[src/hdl/gds_pkg.sv]
// ---------------------------------------------------------------------------
// gds_pkg: shared types and constants for the date subtract block
// Field widths, action codes, sequencer states and calendar helper functions.
// ---------------------------------------------------------------------------
package gds_pkg;

    localparam int AMOUNT_BITS = 12;
    localparam int YEAR_BITS   = 16;
    localparam int DAY_BITS    = 5;
    localparam int MONTH_BITS  = 4;
    localparam int ACTION_BITS = 2;

    // Remainder of year mod 400 fits in 9 bits
    localparam int LEAP_CYCLE    = 400;
    localparam int CENTURY       = 100;
    localparam int YREM_BITS     = 9;

    // year / 400 by reciprocal multiply: error stays below 2^-9 < 1/400 for
    // every year below 2^YEAR_BITS, so the floor is exact
    localparam int RECIP_SHIFT   = YEAR_BITS + 9;
    localparam int RECIP_BITS    = YEAR_BITS + 1;
    localparam int QUOT_BITS     = YEAR_BITS - 8;
    localparam int PROD_BITS     = YEAR_BITS + RECIP_BITS;
    localparam logic [RECIP_BITS-1:0] RECIP_400 =
        RECIP_BITS'(((64'd1 << RECIP_SHIFT) + 64'(LEAP_CYCLE - 1)) / 64'(LEAP_CYCLE));

    // Common widths for mixed compares
    localparam int AMT_CMP_BITS  = (AMOUNT_BITS > DAY_BITS) ? AMOUNT_BITS : DAY_BITS;
    localparam int YR_CMP_BITS   = (AMOUNT_BITS > YEAR_BITS) ? AMOUNT_BITS : YEAR_BITS;

    localparam logic [MONTH_BITS-1:0] JANUARY  = MONTH_BITS'(1);
    localparam logic [MONTH_BITS-1:0] FEBRUARY = MONTH_BITS'(2);
    localparam logic [MONTH_BITS-1:0] APRIL    = MONTH_BITS'(4);
    localparam logic [MONTH_BITS-1:0] JUNE     = MONTH_BITS'(6);
    localparam logic [MONTH_BITS-1:0] SEPTEMBER = MONTH_BITS'(9);
    localparam logic [MONTH_BITS-1:0] NOVEMBER = MONTH_BITS'(11);
    localparam logic [MONTH_BITS-1:0] DECEMBER = MONTH_BITS'(12);

    localparam logic [DAY_BITS-1:0] DAY_FIRST  = DAY_BITS'(1);
    localparam logic [DAY_BITS-1:0] DAY_28     = DAY_BITS'(28);
    localparam logic [DAY_BITS-1:0] DAY_29     = DAY_BITS'(29);
    localparam logic [DAY_BITS-1:0] DAY_30     = DAY_BITS'(30);
    localparam logic [DAY_BITS-1:0] DAY_31     = DAY_BITS'(31);

    typedef enum logic [ACTION_BITS-1:0] {
        ACT_DAYS   = 2'd0,
        ACT_MONTHS = 2'd1,
        ACT_YEARS  = 2'd2,
        ACT_NONE   = 2'd3
    } action_t;

    typedef enum logic [3:0] {
        ST_IDLE,
        ST_QUOT,
        ST_MOD,
        ST_CLAMP,
        ST_DAYS,
        ST_MONTHS,
        ST_YSUB,
        ST_YFIX,
        ST_DONE
    } state_t;

    // Leap test from year mod 400 (mod 4 is the low two bits, since 4 divides 400)
    function automatic logic is_leap(input logic [YREM_BITS-1:0] r);
        logic cent;
        cent = (r == YREM_BITS'(CENTURY)) || (r == YREM_BITS'(2 * CENTURY))
            || (r == YREM_BITS'(3 * CENTURY));
        return (r == '0) || ((r[1:0] == 2'b00) && !cent);
    endfunction

    function automatic logic [DAY_BITS-1:0] days_in(input logic [MONTH_BITS-1:0] m,
                                                    input logic leap);
        logic [DAY_BITS-1:0] len;
        case (m) inside
            APRIL, JUNE, SEPTEMBER, NOVEMBER: len = DAY_30;
            FEBRUARY:                         len = leap ? DAY_29 : DAY_28;
            default:                          len = DAY_31;
        endcase
        return len;
    endfunction

endpackage

[src/hdl/gregorian_date_subtract.sv]
// ---------------------------------------------------------------------------
// gregorian_date_subtract: step a Gregorian date back by days, months or years
// Iterative sequencer around one year-remainder unit and one month stepper.
// ---------------------------------------------------------------------------
// A word on the source side carries a starting date, an action (0 days,
// 1 months, 2 years, 3 pass-through) and an amount; one result word comes
// back with the earlier date and an underflow flag (result saturated at
// 1/1/0). Out-of-range months clamp to 1..12 and days to 1..month length.
// The block works on one word at a time and stalls the source until the
// sequencer is back in idle. After a word is taken the sequencer forms
// year / 400 by reciprocal multiply, then year mod 400, then clamps the
// day, then walks, then loads the result register in its done state.
// Days step back one month at a time and close with a final step (about
// amount/30 months); months step back one month at a time; years take a
// subtract step, a second remainder pass on the new year and a 29 February
// fix step; pass-through has no walk. The next word is taken back in idle,
// after the result is loaded. Leap years are tracked as year mod 400,
// decremented with the year during the walk. The finished word sits in an
// output register, so a new source word may be taken while it waits.
// ---------------------------------------------------------------------------
module gregorian_date_subtract (
    input  logic                               clk,
    input  logic                               rst_n,
    input  logic                               src_valid,
    output logic                               src_stall,
    input  logic [gds_pkg::ACTION_BITS-1:0]    action,
    input  logic [gds_pkg::AMOUNT_BITS-1:0]    amount,
    input  logic [gds_pkg::DAY_BITS-1:0]       day,
    input  logic [gds_pkg::MONTH_BITS-1:0]     month,
    input  logic [gds_pkg::YEAR_BITS-1:0]      year,
    output logic                               dst_valid,
    input  logic                               dst_stall,
    output logic [gds_pkg::DAY_BITS-1:0]       new_day,
    output logic [gds_pkg::MONTH_BITS-1:0]     new_month,
    output logic [gds_pkg::YEAR_BITS-1:0]      new_year,
    output logic                               underflow
);
    import gds_pkg::*;

    // control
    state_t                   state_reg, state_next;
    logic                     dst_valid_reg, dst_valid_next;

    // working date and counters
    action_t                  action_reg, action_next;
    logic [AMOUNT_BITS-1:0]   amount_reg, amount_next;
    logic [DAY_BITS-1:0]      d_reg, d_next;
    logic [MONTH_BITS-1:0]    m_reg, m_next;
    logic [YEAR_BITS-1:0]     y_reg, y_next;
    logic [YREM_BITS-1:0]     r400_reg, r400_next;     // year mod 400
    logic [QUOT_BITS-1:0]     quot_reg, quot_next;     // year / 400
    logic                     pass2_reg, pass2_next;   // remainder pass on new year
    logic                     under_reg, under_next;

    // output word
    logic [DAY_BITS-1:0]      od_reg, od_next;
    logic [MONTH_BITS-1:0]    om_reg, om_next;
    logic [YEAR_BITS-1:0]     oy_reg, oy_next;
    logic                     ou_reg, ou_next;

    // shared helpers
    logic                     leap_cur;
    logic                     wrap;
    logic [MONTH_BITS-1:0]    m_prev;
    logic [DAY_BITS-1:0]      len_cur;
    logic [DAY_BITS-1:0]      len_prev;
    logic [YREM_BITS-1:0]     r400_dec;
    logic [PROD_BITS-1:0]     quot_prod;
    logic [YEAR_BITS-1:0]     rem_full;
    logic [AMT_CMP_BITS-1:0]  amt_ext, d_ext;
    logic [YR_CMP_BITS-1:0]   amt_yext, y_ext;

    always_comb
    begin
        leap_cur  = is_leap(r400_reg);
        wrap      = (m_reg == JANUARY);
        m_prev    = wrap ? DECEMBER : (m_reg - MONTH_BITS'(1));
        len_cur   = days_in(m_reg, leap_cur);
        // month before stays in the same year unless wrapping to December (31 days)
        len_prev  = days_in(m_prev, leap_cur);
        r400_dec  = (r400_reg == '0) ? YREM_BITS'(LEAP_CYCLE - 1) : (r400_reg - YREM_BITS'(1));
        // year / 400 is registered in ST_QUOT, year - 400 * quotient in ST_MOD
        quot_prod = PROD_BITS'(y_reg) * PROD_BITS'(RECIP_400);
        rem_full  = y_reg - YEAR_BITS'(quot_reg) * YEAR_BITS'(LEAP_CYCLE);
        amt_ext   = AMT_CMP_BITS'(amount_reg);
        d_ext     = AMT_CMP_BITS'(d_reg);
        amt_yext  = YR_CMP_BITS'(amount_reg);
        y_ext     = YR_CMP_BITS'(y_reg);
    end

    always_comb
    begin
        state_next     = state_reg;
        dst_valid_next = dst_valid_reg;
        action_next    = action_reg;
        amount_next    = amount_reg;
        d_next         = d_reg;
        m_next         = m_reg;
        y_next         = y_reg;
        r400_next      = r400_reg;
        quot_next      = quot_reg;
        pass2_next     = pass2_reg;
        under_next     = under_reg;
        od_next        = od_reg;
        om_next        = om_reg;
        oy_next        = oy_reg;
        ou_next        = ou_reg;

        if (dst_valid_reg && !dst_stall)
        begin
            dst_valid_next = 1'b0;
        end

        case (state_reg)
            ST_IDLE:
            begin
                if (src_valid)
                begin
                    action_next  = action_t'(action);
                    amount_next  = amount;
                    d_next       = (day == '0) ? DAY_FIRST : day;
                    if (month == '0)
                        m_next = JANUARY;
                    else if (month > DECEMBER)
                        m_next = DECEMBER;
                    else
                        m_next = month;
                    y_next       = year;
                    r400_next    = '0;
                    pass2_next   = 1'b0;
                    under_next   = 1'b0;
                    state_next   = ST_QUOT;
                end
            end
            ST_QUOT:
            begin
                quot_next  = quot_prod[RECIP_SHIFT +: QUOT_BITS];
                state_next = ST_MOD;
            end
            ST_MOD:
            begin
                r400_next  = rem_full[YREM_BITS-1:0];
                state_next = pass2_reg ? ST_YFIX : ST_CLAMP;
            end
            ST_CLAMP:
            begin
                if (d_reg > len_cur)
                    d_next = len_cur;
                case (action_reg)
                    ACT_DAYS:   state_next = ST_DAYS;
                    ACT_MONTHS: state_next = ST_MONTHS;
                    ACT_YEARS:  state_next = ST_YSUB;
                    default:    state_next = ST_DONE;
                endcase
            end
            ST_DAYS:
            begin
                if (amount_reg == '0)
                begin
                    state_next = ST_DONE;
                end
                else if (amt_ext < d_ext)
                begin
                    d_next     = DAY_BITS'(d_ext - amt_ext);
                    state_next = ST_DONE;
                end
                else if (wrap && (y_reg == '0))
                begin
                    under_next = 1'b1;
                    state_next = ST_DONE;
                end
                else
                begin
                    amount_next = AMOUNT_BITS'(amt_ext - d_ext);
                    m_next      = m_prev;
                    d_next      = len_prev;
                    if (wrap)
                    begin
                        y_next    = y_reg - YEAR_BITS'(1);
                        r400_next = r400_dec;
                    end
                end
            end
            ST_MONTHS:
            begin
                if (amount_reg == '0)
                begin
                    state_next = ST_DONE;
                end
                else if (wrap && (y_reg == '0))
                begin
                    under_next = 1'b1;
                    state_next = ST_DONE;
                end
                else
                begin
                    amount_next = amount_reg - AMOUNT_BITS'(1);
                    m_next      = m_prev;
                    if (d_reg > len_prev)
                        d_next = len_prev;
                    if (wrap)
                    begin
                        y_next    = y_reg - YEAR_BITS'(1);
                        r400_next = r400_dec;
                    end
                end
            end
            ST_YSUB:
            begin
                if (amt_yext > y_ext)
                begin
                    under_next = 1'b1;
                    state_next = ST_DONE;
                end
                else
                begin
                    y_next       = YEAR_BITS'(y_ext - amt_yext);
                    pass2_next   = 1'b1;
                    state_next   = ST_QUOT;
                end
            end
            ST_YFIX:
            begin
                if ((m_reg == FEBRUARY) && (d_reg == DAY_29) && !leap_cur)
                    d_next = DAY_28;
                state_next = ST_DONE;
            end
            ST_DONE:
            begin
                if (!dst_valid_reg || !dst_stall)
                begin
                    od_next        = under_reg ? DAY_FIRST : d_reg;
                    om_next        = under_reg ? JANUARY : m_reg;
                    oy_next        = under_reg ? '0 : y_reg;
                    ou_next        = under_reg;
                    dst_valid_next = 1'b1;
                    state_next     = ST_IDLE;
                end
            end
            default:
            begin
                state_next = ST_IDLE;
            end
        endcase
    end

    always_ff @(posedge clk or negedge rst_n)
    begin
        if (!rst_n)
        begin
            state_reg     <= ST_IDLE;
            dst_valid_reg <= 1'b0;
        end
        else
        begin
            state_reg     <= state_next;
            dst_valid_reg <= dst_valid_next;
        end
    end

    always_ff @(posedge clk)
    begin
        action_reg  <= action_next;
        amount_reg  <= amount_next;
        d_reg       <= d_next;
        m_reg       <= m_next;
        y_reg       <= y_next;
        r400_reg    <= r400_next;
        quot_reg    <= quot_next;
        pass2_reg   <= pass2_next;
        under_reg   <= under_next;
        od_reg      <= od_next;
        om_reg      <= om_next;
        oy_reg      <= oy_next;
        ou_reg      <= ou_next;
    end

    assign src_stall = (state_reg != ST_IDLE);
    assign dst_valid = dst_valid_reg;
    assign new_day   = od_reg;
    assign new_month = om_reg;
    assign new_year  = oy_reg;
    assign underflow = ou_reg;

`ifndef ASSERT_OFF
    // quotient cycle is always followed by the remainder cycle
    a_mod_count: assert property (@(posedge clk) disable iff (!rst_n)
        (state_reg == ST_QUOT) |=> (state_reg == ST_MOD))
        else $error("remainder cycle did not follow quotient");

    // year remainder stays below 400 while the walk uses it
    a_rem_range: assert property (@(posedge clk) disable iff (!rst_n)
        (state_reg == ST_DAYS) || (state_reg == ST_MONTHS) || (state_reg == ST_YFIX) |->
            (r400_reg < YREM_BITS'(LEAP_CYCLE)))
        else $error("year remainder out of range");

    // working date stays a legal date during the walk
    a_date_legal: assert property (@(posedge clk) disable iff (!rst_n)
        (state_reg == ST_DAYS) || (state_reg == ST_MONTHS) |->
            (m_reg >= JANUARY) && (m_reg <= DECEMBER) && (d_reg != '0))
        else $error("working date out of range");

    // saturated result is exactly 1/1/0
    a_under_sat: assert property (@(posedge clk) disable iff (!rst_n)
        dst_valid_reg && ou_reg |->
            (od_reg == DAY_FIRST) && (om_reg == JANUARY) && (oy_reg == '0))
        else $error("underflow word not saturated");

    // a new result word is only produced from the done state
    a_word_src: assert property (@(posedge clk) disable iff (!rst_n)
        $rose(dst_valid_reg) |-> ($past(state_reg) == ST_DONE))
        else $error("result word raised outside done state");
`endif

endmodule

[config.mk]
export PLATFORM = sky130hd
export DESIGN_NAME = gregorian_date_subtract
export DESIGN_NICKNAME = d
export VERILOG_FILES = /design/src/hdl/gds_pkg.sv /design/src/hdl/gregorian_date_subtract.sv
export SDC_FILE = /design/constraint.sdc
export NUM_CORES = 1
export LEC_CHECK = 0
export BUFFER_PORTS_ARGS = -buffer_cell sky130_fd_sc_hd__buf_2
export CORE_MARGIN = 2
export CORE_UTILIZATION = 45
export DETAILED_ROUTE_END_ITERATION = 10
export GPL_TIMING_DRIVEN = 0
export PLACE_DENSITY = 0.66
export SYNTH_ARGS = -nofsm -noshare
export SYNTH_HDL_FRONTEND = slang
export SYNTH_SLANG_ARGS = --single-unit
[constraint.sdc]
create_clock -name clk -period 16.04 [get_ports clk]
set_input_delay 1.604 -clock clk [delete_from_list [all_inputs] [get_ports clk]]
set_output_delay 1.604 -clock clk [all_outputs]
set_load 0.05 [all_outputs]
Yosys cells after proc, flatten, opt, wreduce, memory -nomap -nowiden. Cells that the tools add are included.

Add/subtract/negate cells: 8. Multiply operators: 2. $lt $le $gt $ge: 5. Equal/unequal tests: 38. Multiplexer cells: 70. Reduce and logical (&&, ||, !) cells: 39.

Operator list (number): 16-bit 2-to-1 mux (7); 12-bit 2-to-1 mux (6); 16-bit case mux with 4 select lines (1); 9-bit 2-to-1 mux (7); 4-bit 2-to-1 mux (15); 5-bit 2-to-1 mux (10); 12-bit case mux with 3 select lines (1); 4-bit case mux with 9 select lines (1); 9-bit case mux with 4 select lines (1); 16-bit by 17-bit multiplier with 33-bit output, second input constant (1); 4-bit by 3-bit == test with 1-bit output, second input constant (8); 5-bit case mux with 5 select lines (1); 2-bit inequality test, second input constant (12); 4-bit case mux with 3 select lines (2); 4-bit == test, second input constant (5); 4-bit by 2-bit == test with 1-bit output, second input constant (4); 12-bit by 16-bit > comparator with 1-bit output (1); 16-bit logical NOT (1); 16-bit by 1-bit subtractor with 16-bit output, second input constant (1); 16-bit by 12-bit subtractor with 16-bit output (1); 12-bit logical NOT (1); 12-bit by 5-bit < comparator with 1-bit output (1); 6-bit AND reduction (2); 4-bit nonzero test (3); other kinds (38) (69).

Register bits after elaboration: 89. Bits of input ports: 43. Output and inout port bits: 28. Logic and storage cells: 177.

Depth between registers and ports, before layout. Gate-level depths: netlist of run 1.

Depth in word-level cells: 14. Gate-level depth with buffers: 22. Mapped depth without buffers: 22.

Worst setup path before layout of run 1. OpenSTA, ideal clock, no wires.

Kind: reg2reg. Start point: register y_reg[5], in the netlist y_ext[5]. End point: register quot_reg[4] (data pin). Arrival: 5.491 ns. Setup slack: 10.274 ns. Stages on the path, launching flop included: 20. Buffers on the path: 0. Path through: edfxtp_1 fa_1 inv_1 fa_1 inv_1 fa_1 fa_1 fa_1 inv_1 fa_1 inv_1 ha_1 a21oi_1 nor2_1 o311a_1 a211oi_1 o21ai_1 a21o_1 o41ai_1 a41oi_1.

Cells in the longest elaborated chain, start to end: 1.

RTL lines: start, declared (line gregorian_date_subtract.sv:49) `logic [YEAR_BITS-1:0] y_reg, y_next;`; start signal, assigned (line gregorian_date_subtract.sv:267) `y_reg <= y_next;`; 16-bit by 17-bit multiplier with 33-bit output (line gregorian_date_subtract.sv:83) `quot_prod = PROD_BITS'(y_reg) * PROD_BITS'(RECIP_400);`; via quot_prod[29] (line gregorian_date_subtract.sv:68) `logic [PROD_BITS-1:0] quot_prod;`; end signal, assigned (line gregorian_date_subtract.sv:269) `quot_reg <= quot_next;`; end, declared (line gregorian_date_subtract.sv:51) `logic [QUOT_BITS-1:0] quot_reg, quot_next;`.

The timed path passes the listed nets, and every way through them passes these cells. A chain may end at the register's enable or synchronous reset.

Worst setup path in the final report of run 1. Same ends and word-level chain as after synthesis.

==> impl_metrics.env, run 1 <==
export IMPL_insertion_delay_ps=360
export IMPL_drc=0
export IMPL_timing_critical_path_from="y_ext[5]"
export IMPL_start_util=0.454
export IMPL_cts_tree="yes"
export IMPL_worst_pin_slew_ps=855
export IMPL_drt_iter0_markers=551
export IMPL_r2r_end="quot_reg[4]"
export IMPL_cts_root_buf="clkbuf_16"
export IMPL_synth_edff_count=81
export IMPL_nets=1483
export IMPL_top_level_ports=71
export IMPL_synth_ff_type="edfxtp_1"
export IMPL_drt_pass1_iterations=7
export IMPL_cts_setup_buffers=0
export IMPL_synth_warnings=0
export IMPL_hp_class="reg -> reg"
export IMPL_yosysSeqAreaShare=0.242
export IMPL_layout_drive_gt1_share=0.0924
export IMPL_period_minus_slack_ps=6650
export IMPL_die_h_um=157
export IMPL_crit_path_max_fanout=11
export IMPL_final_cell_mix="inv_1 (213), ha_1 (176), fa_1 (100)"
export IMPL_cts_made_buffers=9
export IMPL_layout_commonest_cell="inv_1"
export IMPL_globalplace_congestion=0.984
export IMPL_fin_area_mm2=0.0117
export IMPL_outcome="complete, no violations"
export IMPL_synth_area_per_cell_um2=9.77
export IMPL_dpl_hpwl_mm=21.6
export IMPL_period_share=0.414
export IMPL_dp_cells=1472
export IMPL_r2r_slack_ps=9390
export IMPL_rr_worst_depth=19
export IMPL_synthArstFlopShare=0.0581
export IMPL_grt_pass1_wl_mm=41.2
export IMPL_yosys_cell_types_count=67
export IMPL_cts_resized_gates=0
export IMPL_synth_nets=1400
export IMPL_dieArea_mm2=0.0247
export IMPL_num_vias=7976
export IMPL_slew_viol_final=0
export IMPL_worst_setup_path_start_kind="flip-flop"
export IMPL_cp_data_required_time_ps=16090
export IMPL_io_buffers=70
export IMPL_synthesis_area_mm2=0.0106
export IMPL_cts_path_max_buffers=2
export IMPL_antenna_found_initial=0
export IMPL_syn_to_final_growth_pct=10.5
export IMPL_final_antenna_net_count=0
export IMPL_hold_buffers=0
export IMPL_cts_sinks=86
export IMPL_hold_violations=0
export IMPL_cp_endpoint="quot_reg[4]"
export IMPL_fp_dieW_um=157
export IMPL_grt_max_degree=21
export IMPL_grt_setup_unrepaired="false"
export IMPL_clkTransAtPathRegs_ps=80
export IMPL_grt_pass1_vias=7707
export IMPL_avgViaCountPerCell=5.36
export IMPL_crit_path_end_kind="flip-flop"
export IMPL_htree_num_levels=3
export IMPL_synthCells=1081
export IMPL_final_util=0.502
export IMPL_max_slew_margin_rel=0.426
export IMPL_tns_ps=0
export IMPL_rows=56
export IMPL_crit_type="reg -> reg"
export IMPL_setup_viol=0
export IMPL_wirelength_mm=25.9
export IMPL_timing_max_cap_violations=0
export IMPL_n_antenna_cell=0
export IMPL_r2r_start="y_ext[5]"
export IMPL_final_cells=1488
export IMPL_placed_area_mm2=0.0114
export IMPL_max_freq_ghz=0.150
export IMPL_grt_ovfl_total=0
export IMPL_synth_seq_cells=86
export IMPL_wl_per_cell_um=17.4
export IMPL_critPathArrivalTime_ps=6690
export IMPL_coreArea_mm2=0.0233
export IMPL_worst_clock_skew_ps=17.5
export IMPL_grt_use_total=0.218
==> logic make-up (layout without fill, tap and decap cells) <==
family                   count (synthesis)  count (layout)  synth area share
adder cells (fa/ha/maj)                276             276             0.398
buffers and inverters                  237             325            0.0852
AND/OR/NAND/NOR                        233             233             0.104
AO/OA/AOI/OAI                          189             189             0.120
flip-flops                              86              86             0.242
XOR/XNOR                                56              56            0.0464
multiplexers                             4               4           0.00403
==> worst max-delay path, cell delays in order, from the launching register on <==
cell	delay, ps
edfxtp_1	700
fa_1	740
inv_1	110
fa_1	520
inv_1	70
fa_1	520
fa_1	460
fa_1	560
inv_1	60
fa_1	540
inv_1	40
ha_1	300
a21oi_1	140
nor2_1	70
o311a_1	320
a211oi_1	260
o21ai_1	180
a21o_1	260
o41ai_1	340
a41oi_1	150
==> through the flow <==
| step | setup WS, ps | hold WS (ps) |
|---|---|---|
| global route | 9040 | 476 |
| CTS | 9380 | 455 |
| global placement | 9490 | 429 |
| floorplan | 10270 | 424 |
| finish | 9390 | 454 |
| detailed placement | 9420 | 438 |
==> final cells by class <==
| type | count | area, um^2 |
|---|---|---|
| multi-input cells | 758 | 7120 |
| well taps | 319 | 399 |
| clock inverters | 7 | 80.1 |
| fillers | 2186 | 11600 |
| flip-flops and latches | 86 | 2560 |
| repair buffers | 72 | 389 |
| inverters | 214 | 803 |
| plain buffers | 23 | 96.3 |
| clock buffers | 9 | 225 |
==> cell usage after synthesis (all sizes together), types with 5 or more instances <==
cell type	number	area share
dfrtp	5	0.012
o211ai	8	0.0057
clkbuf	21	0.0076
nand3	17	0.0085
o221ai	7	0.0058
nor4	6	0.0036
xor2	10	0.0083
xnor2	46	0.038
o21ai	45	0.021
inv	213	0.076
nor2	79	0.028
a221o	7	0.0066
nand2	60	0.021
o22ai	6	0.0036
edfxtp	81	0.23
o31ai	6	0.0056
and3	5	0.0030
a21o	13	0.0092
fa	100	0.19
or3	6	0.0036
a21oi	44	0.021
a22oi	15	0.011
or2	6	0.0036
ha	176	0.21
nor2b	9	0.0053
nor3	20	0.0095
==> routing by layer <==
metal  track usage  routed length, um  up-vias
li1              -                  -     3828
met1         0.317              12200     3911
met2         0.346              11900      215
met3        0.0322               1430       22
met4        0.0459                354        0
met5             0                  0        -
==> how the worst min path moves through the flow <==
stage	from	end	depth (start not counted)
after global placement	under_reg	underflow	0
after CTS	under_reg	underflow	0
after floorplan	under_reg	underflow	0
after global routing	under_reg	underflow	0
final	under_reg	underflow	0
after detailed placement	under_reg	underflow	0
Power of run 1 is not shown: default switching activity piles up to over one toggle a cycle in this logic, so the estimate is an artifact.
==> run 2: changes to the inputs <==
==> constraint.sdc (replaced) <==
create_clock -name clk -period 6.3 [get_ports clk]
set_input_delay 0.63 -clock clk [delete_from_list [all_inputs] [get_ports clk]]
set_output_delay 0.63 -clock clk [all_outputs]
set_load 0.05 [all_outputs]
==> run 2 against run 1 <==
Via count up 2.3%. Cell count up 2.2%. Register-to-register slack worse by 9300 ps. Utilization up 1.3 points.
==> impl_metrics.env, run 2 (synthesis results as in run 1) <==
export IMPL_cts_root_buf="clkbuf_16"
export IMPL_cts_made_buffers=9
export IMPL_period_minus_slack_ps=6170
export IMPL_final_antenna_net_count=0
export IMPL_clkTransAtPathRegs_ps=80
export IMPL_hold_violations=0
export IMPL_fin_area_mm2=0.0120
export IMPL_layout_drive_gt1_share=0.125
export IMPL_final_cell_mix="inv_1 (212), ha_1 (174), fa_1 (99)"
export IMPL_insertion_delay_ps=360
export IMPL_max_freq_ghz=0.162
export IMPL_placed_area_mm2=0.0114
export IMPL_setup_viol=0
export IMPL_die_h_um=157
export IMPL_drc=0
export IMPL_place_ws_ps=-315
export IMPL_num_vias=8156
export IMPL_timing_max_cap_violations=0
export IMPL_grt_max_degree=21
export IMPL_cts_path_max_buffers=2
export IMPL_outcome="complete, no violations"
export IMPL_syn_to_final_growth_pct=13.4
export IMPL_crit_type="reg -> reg"
export IMPL_max_slew_margin_rel=0.414
export IMPL_cts_tree="yes"
export IMPL_grt_pass1_wl_mm=42.1
export IMPL_hp_class="in -> async"
export IMPL_coreArea_mm2=0.0233
export IMPL_dpl_hpwl_mm=21.6
export IMPL_globalplace_congestion=0.984
export IMPL_grt_pass1_vias=7803
export IMPL_critPathArrivalTime_ps=6230
export IMPL_slew_viol_final=0
export IMPL_grt_use_total=0.224
export IMPL_nets=1516
export IMPL_fillers=2165
export IMPL_final_util=0.515
export IMPL_top_level_ports=71
export IMPL_avgViaCountPerCell=5.36
export IMPL_start_util=0.454
export IMPL_layout_commonest_cell="inv_1"
export IMPL_crit_path_max_fanout=4
export IMPL_worst_pin_slew_ps=872
export IMPL_htree_num_levels=3
export IMPL_n_antenna_cell=0
export IMPL_drt_pass1_iterations=5
export IMPL_worst_hold_slack_ps=84.4
export IMPL_io_buffers=70
export IMPL_wl_per_cell_um=17.7
export IMPL_worst_clock_skew_ps=17.9
export IMPL_rr_worst_depth=19
export IMPL_period_share=0.979
export IMPL_setup_ws_ps=130
export IMPL_cp_data_required_time_ps=6360
export IMPL_worst_setup_path_start_kind="flip-flop"
export IMPL_grt_ovfl_total=0
export IMPL_antenna_found_initial=0
export IMPL_rows=56
export IMPL_crit_path_end_kind="flip-flop"
export IMPL_drt_iter0_markers=734
export IMPL_fp_dieW_um=157
export IMPL_dieArea_mm2=0.0247
export IMPL_cts_sinks=86
export IMPL_hold_buffers=0
export IMPL_wirelength_mm=26.9
run 2: cell types whose count changed in the layout (fill, tap and decap cells not counted), sizes merged:
| cell | change |
|---|---|
| buf | +33 |
| clkinvlp | +1 |
| inv | -1 |
run 2: layout make-up:
type,instances,area (um^2),area share
plain buffers,23,96.3,0.00804
clock buffers,9,225,0.0188
clock inverters,7,80.1,0.00668
inverters,214,807,0.0674
multi-input cells,758,7180,0.599
flip-flops and latches,86,2560,0.213
well taps,319,399,0.0333
repair buffers,105,637,0.0532
run 2: worst paths after layout:
| kind | end | startpoint | slack [ps] |
|---|---|---|---|
| max | quot_reg[4] | y_ext[5] | 130 |
| min | state_reg[0] | rst_n | 80 |
| max reg2reg | quot_reg[4] | y_ext[5] | 130 |
| min reg2reg | underflow | under_reg | 450 |
| max in group asynchronous | state_reg[2] | rst_n | 6070 |
| min in group clk | underflow | under_reg | 450 |
run 2: what timing repair did:
| action | in CTS | in global routing |
|---|---|---|
| setup endpoints to repair | 3 | 2 |
| setup buffers | 19 | 14 |
| cloned | 0 | 0 |
| pin swaps | 0 | 10 |
| gates resized for setup | 2 | 8 |
run 2: critical path: stages (launching register included):
cell,delay (ps)
edfxtp_1,510
fa_2,620
inv_1,70
fa_1,510
inv_1,70
fa_1,460
fa_1,530
fa_1,560
inv_1,60
fa_1,540
inv_1,40
ha_1,310
a21oi_2,130
nor2_1,60
o311a_1,330
a211oi_2,220
o21ai_2,130
a21o_1,220
o41ai_2,380
a41oi_2,110
run 2: through the flow:
stage	cells	TNS (ps)
4_1_cts	1507	0
2_1_floorplan	1081	0
3_3_place_gp	1470	-321
6_report	1521	0
3_5_place_dp	1472	-447
5_1_grt	1521	-70.0
run 2: metal layers:
metal	global-route usage	share of wire	vias to the layer above	wire [um]
li1	-	-	3895	-
met2	0.358	0.47	283	12600
met4	0.0532	0.019	0	510
met1	0.320	0.45	3945	12200
met5	0	0	-	0
met3	0.0347	0.062	33	1680
Power of run 2 is left out for the same reason.
==> run 3: changes to the inputs <==
--- a/config.mk
+++ b/config.mk
@@ -7,10 +7,11 @@
 export LEC_CHECK = 0
 export BUFFER_PORTS_ARGS = -buffer_cell sky130_fd_sc_hd__buf_2
 export CORE_MARGIN = 2
-export CORE_UTILIZATION = 45
+export CORE_UTILIZATION = 42
+export CTS_CLUSTER_DIAMETER = 100
 export DETAILED_ROUTE_END_ITERATION = 10
 export GPL_TIMING_DRIVEN = 0
-export PLACE_DENSITY = 0.66
+export PLACE_DENSITY = 0.63
 export SYNTH_ARGS = -nofsm -noshare
 export SYNTH_HDL_FRONTEND = slang
 export SYNTH_SLANG_ARGS = --single-unit
==> run 3 against run 2 <==
Non-clock buffer count grew 3. Sequential share of layout area shrank 0.13 points. First-iteration DRC count is 13% lower. Critical path depth unchanged. Utilization decreased by 3.2 points. Die area grew 7.0%. Register-to-register slack is essentially flat. Clock-buffer cell count unchanged. Highest routed layer unchanged.
==> impl_metrics.env, run 3 (synthesis results as in run 1) <==
export IMPL_final_util=0.483
export IMPL_crit_path_end_kind="flip-flop"
export IMPL_cts_path_max_buffers=2
export IMPL_timing_critical_path_from="y_ext[15]"
export IMPL_n_antenna_cell=0
export IMPL_cp_data_required_time_ps=6370
export IMPL_layout_commonest_cell="inv_1"
export IMPL_htree_num_levels=3
export IMPL_die_h_um=163
export IMPL_critPathArrivalTime_ps=6230
export IMPL_worst_setup_path_start_kind="flip-flop"
export IMPL_max_slew_margin_rel=0.468
export IMPL_hold_violations=0
export IMPL_dpl_hpwl_mm=22.1
export IMPL_crit_type="reg -> reg"
export IMPL_syn_to_final_growth_pct=14.1
export IMPL_cts_root_buf="clkbuf_16"
export IMPL_num_vias=8210
export IMPL_insertion_delay_ps=360
export IMPL_slew_viol_final=0
export IMPL_outcome="complete, no violations"
export IMPL_timing_max_cap_violations=0
export IMPL_globalplace_congestion=0.907
export IMPL_grt_pass1_vias=8000
export IMPL_placed_area_mm2=0.0114
export IMPL_antenna_found_initial=0
export IMPL_r2r_start="y_ext[15]"
export IMPL_setup_viol=0
export IMPL_drt_pass1_iterations=4
export IMPL_hp_class="in -> async"
export IMPL_worst_clock_skew_ps=17.4
export IMPL_nets=1519
export IMPL_wirelength_mm=27.3
export IMPL_final_antenna_net_count=0
export IMPL_hold_buffers=0
export IMPL_rr_worst_depth=19
export IMPL_coreArea_mm2=0.0250
export IMPL_rows=58
export IMPL_grt_ovfl_total=0
export IMPL_grt_use_total=0.210
export IMPL_cts_sinks=86
export IMPL_top_level_ports=71
export IMPL_period_minus_slack_ps=6170
export IMPL_tns_ps=0
export IMPL_drt_iter0_markers=638
export IMPL_dieArea_mm2=0.0264
export IMPL_grt_pass1_wl_mm=42.6
export IMPL_drc=0
export IMPL_fp_dieW_um=163
export IMPL_final_cell_mix="inv_1 (211), ha_1 (173), fa_1 (98)"
export IMPL_period_share=0.979
export IMPL_fillers=2417
export IMPL_clkTransAtPathRegs_ps=80
export IMPL_cts_tree="yes"
export IMPL_start_util=0.423
export IMPL_wl_per_cell_um=17.8
export IMPL_worst_hold_slack_ps=93.4
export IMPL_layout_drive_gt1_share=0.130
export IMPL_io_buffers=70
export IMPL_fin_area_mm2=0.0121
export IMPL_crit_path_max_fanout=6
export IMPL_cts_made_buffers=9
export IMPL_max_freq_ghz=0.162
export IMPL_grt_max_degree=18
export IMPL_avgViaCountPerCell=5.35
export IMPL_worst_pin_slew_ps=794
## run 3: area by class of cell
class / instances / area, um^2 / share of cell area
plain buffers: 23 / 96.3 / 0.00799
multi-input cells: 758 / 7200 / 0.597
flip-flops and latches: 86 / 2560 / 0.212
inverters: 214 / 807 / 0.0670
clock inverters: 6 / 95.1 / 0.00789
repair buffers: 108 / 663 / 0.0550
well taps: 330 / 413 / 0.0343
clock buffers: 9 / 225 / 0.0187
## run 3: critical path: stages (launching register included)
cell and delay, ps:
edfxtp_1 500, buf_4 190, inv_1 210, ha_1 320, inv_1 100, fa_1 470, fa_1 550, inv_1 50
fa_1 500, fa_1 520, fa_1 500, ha_1 360, nand4_1 110, nor2_1 50, o311a_1 330, a211oi_2 260
o21ai_2 130, a21o_1 230, o41ai_2 370, a41oi_2 110
## run 3: metal layers
| layer | global-route usage | vias up | share of wire | routed length, um |
|---|---|---|---|---|
| met1 | 0.302 | 4004 | 0.46 | 12500 |
| met2 | 0.329 | 263 | 0.46 | 12500 |
| li1 | - | 3901 | - | - |
| met5 | 0 | - | 0 | 0 |
| met4 | 0.0628 | 0 | 0.023 | 639 |
| met3 | 0.0298 | 42 | 0.064 | 1750 |
## run 3: per-stage QoR
stage          setup slack (ps)  cells
2_1_floorplan               534   1081
3_3_place_gp               -335   1481
3_5_place_dp               -368   1483
4_1_cts                    66.0   1515
5_1_grt                   -49.7   1534
6_report                    134   1534
## run 3: worst paths after layout
path | to | slack [ps]
worst max-delay path | quot_reg[4] | 130
max in group asynchronous | state_reg[3] | 6070
worst min-delay path | dst_valid | 90
worst min register to register | underflow | 500
min in group clk | action_reg[1] | 460
worst max register to register | quot_reg[4] | 130
## run 3: what timing repair did
item,in CTS,in global routing
gates resized for setup,3,11
buffers inserted,17,19
pin swaps,0,10
setup endpoints to repair,3,2
Power of run 3 is left out for the same reason.
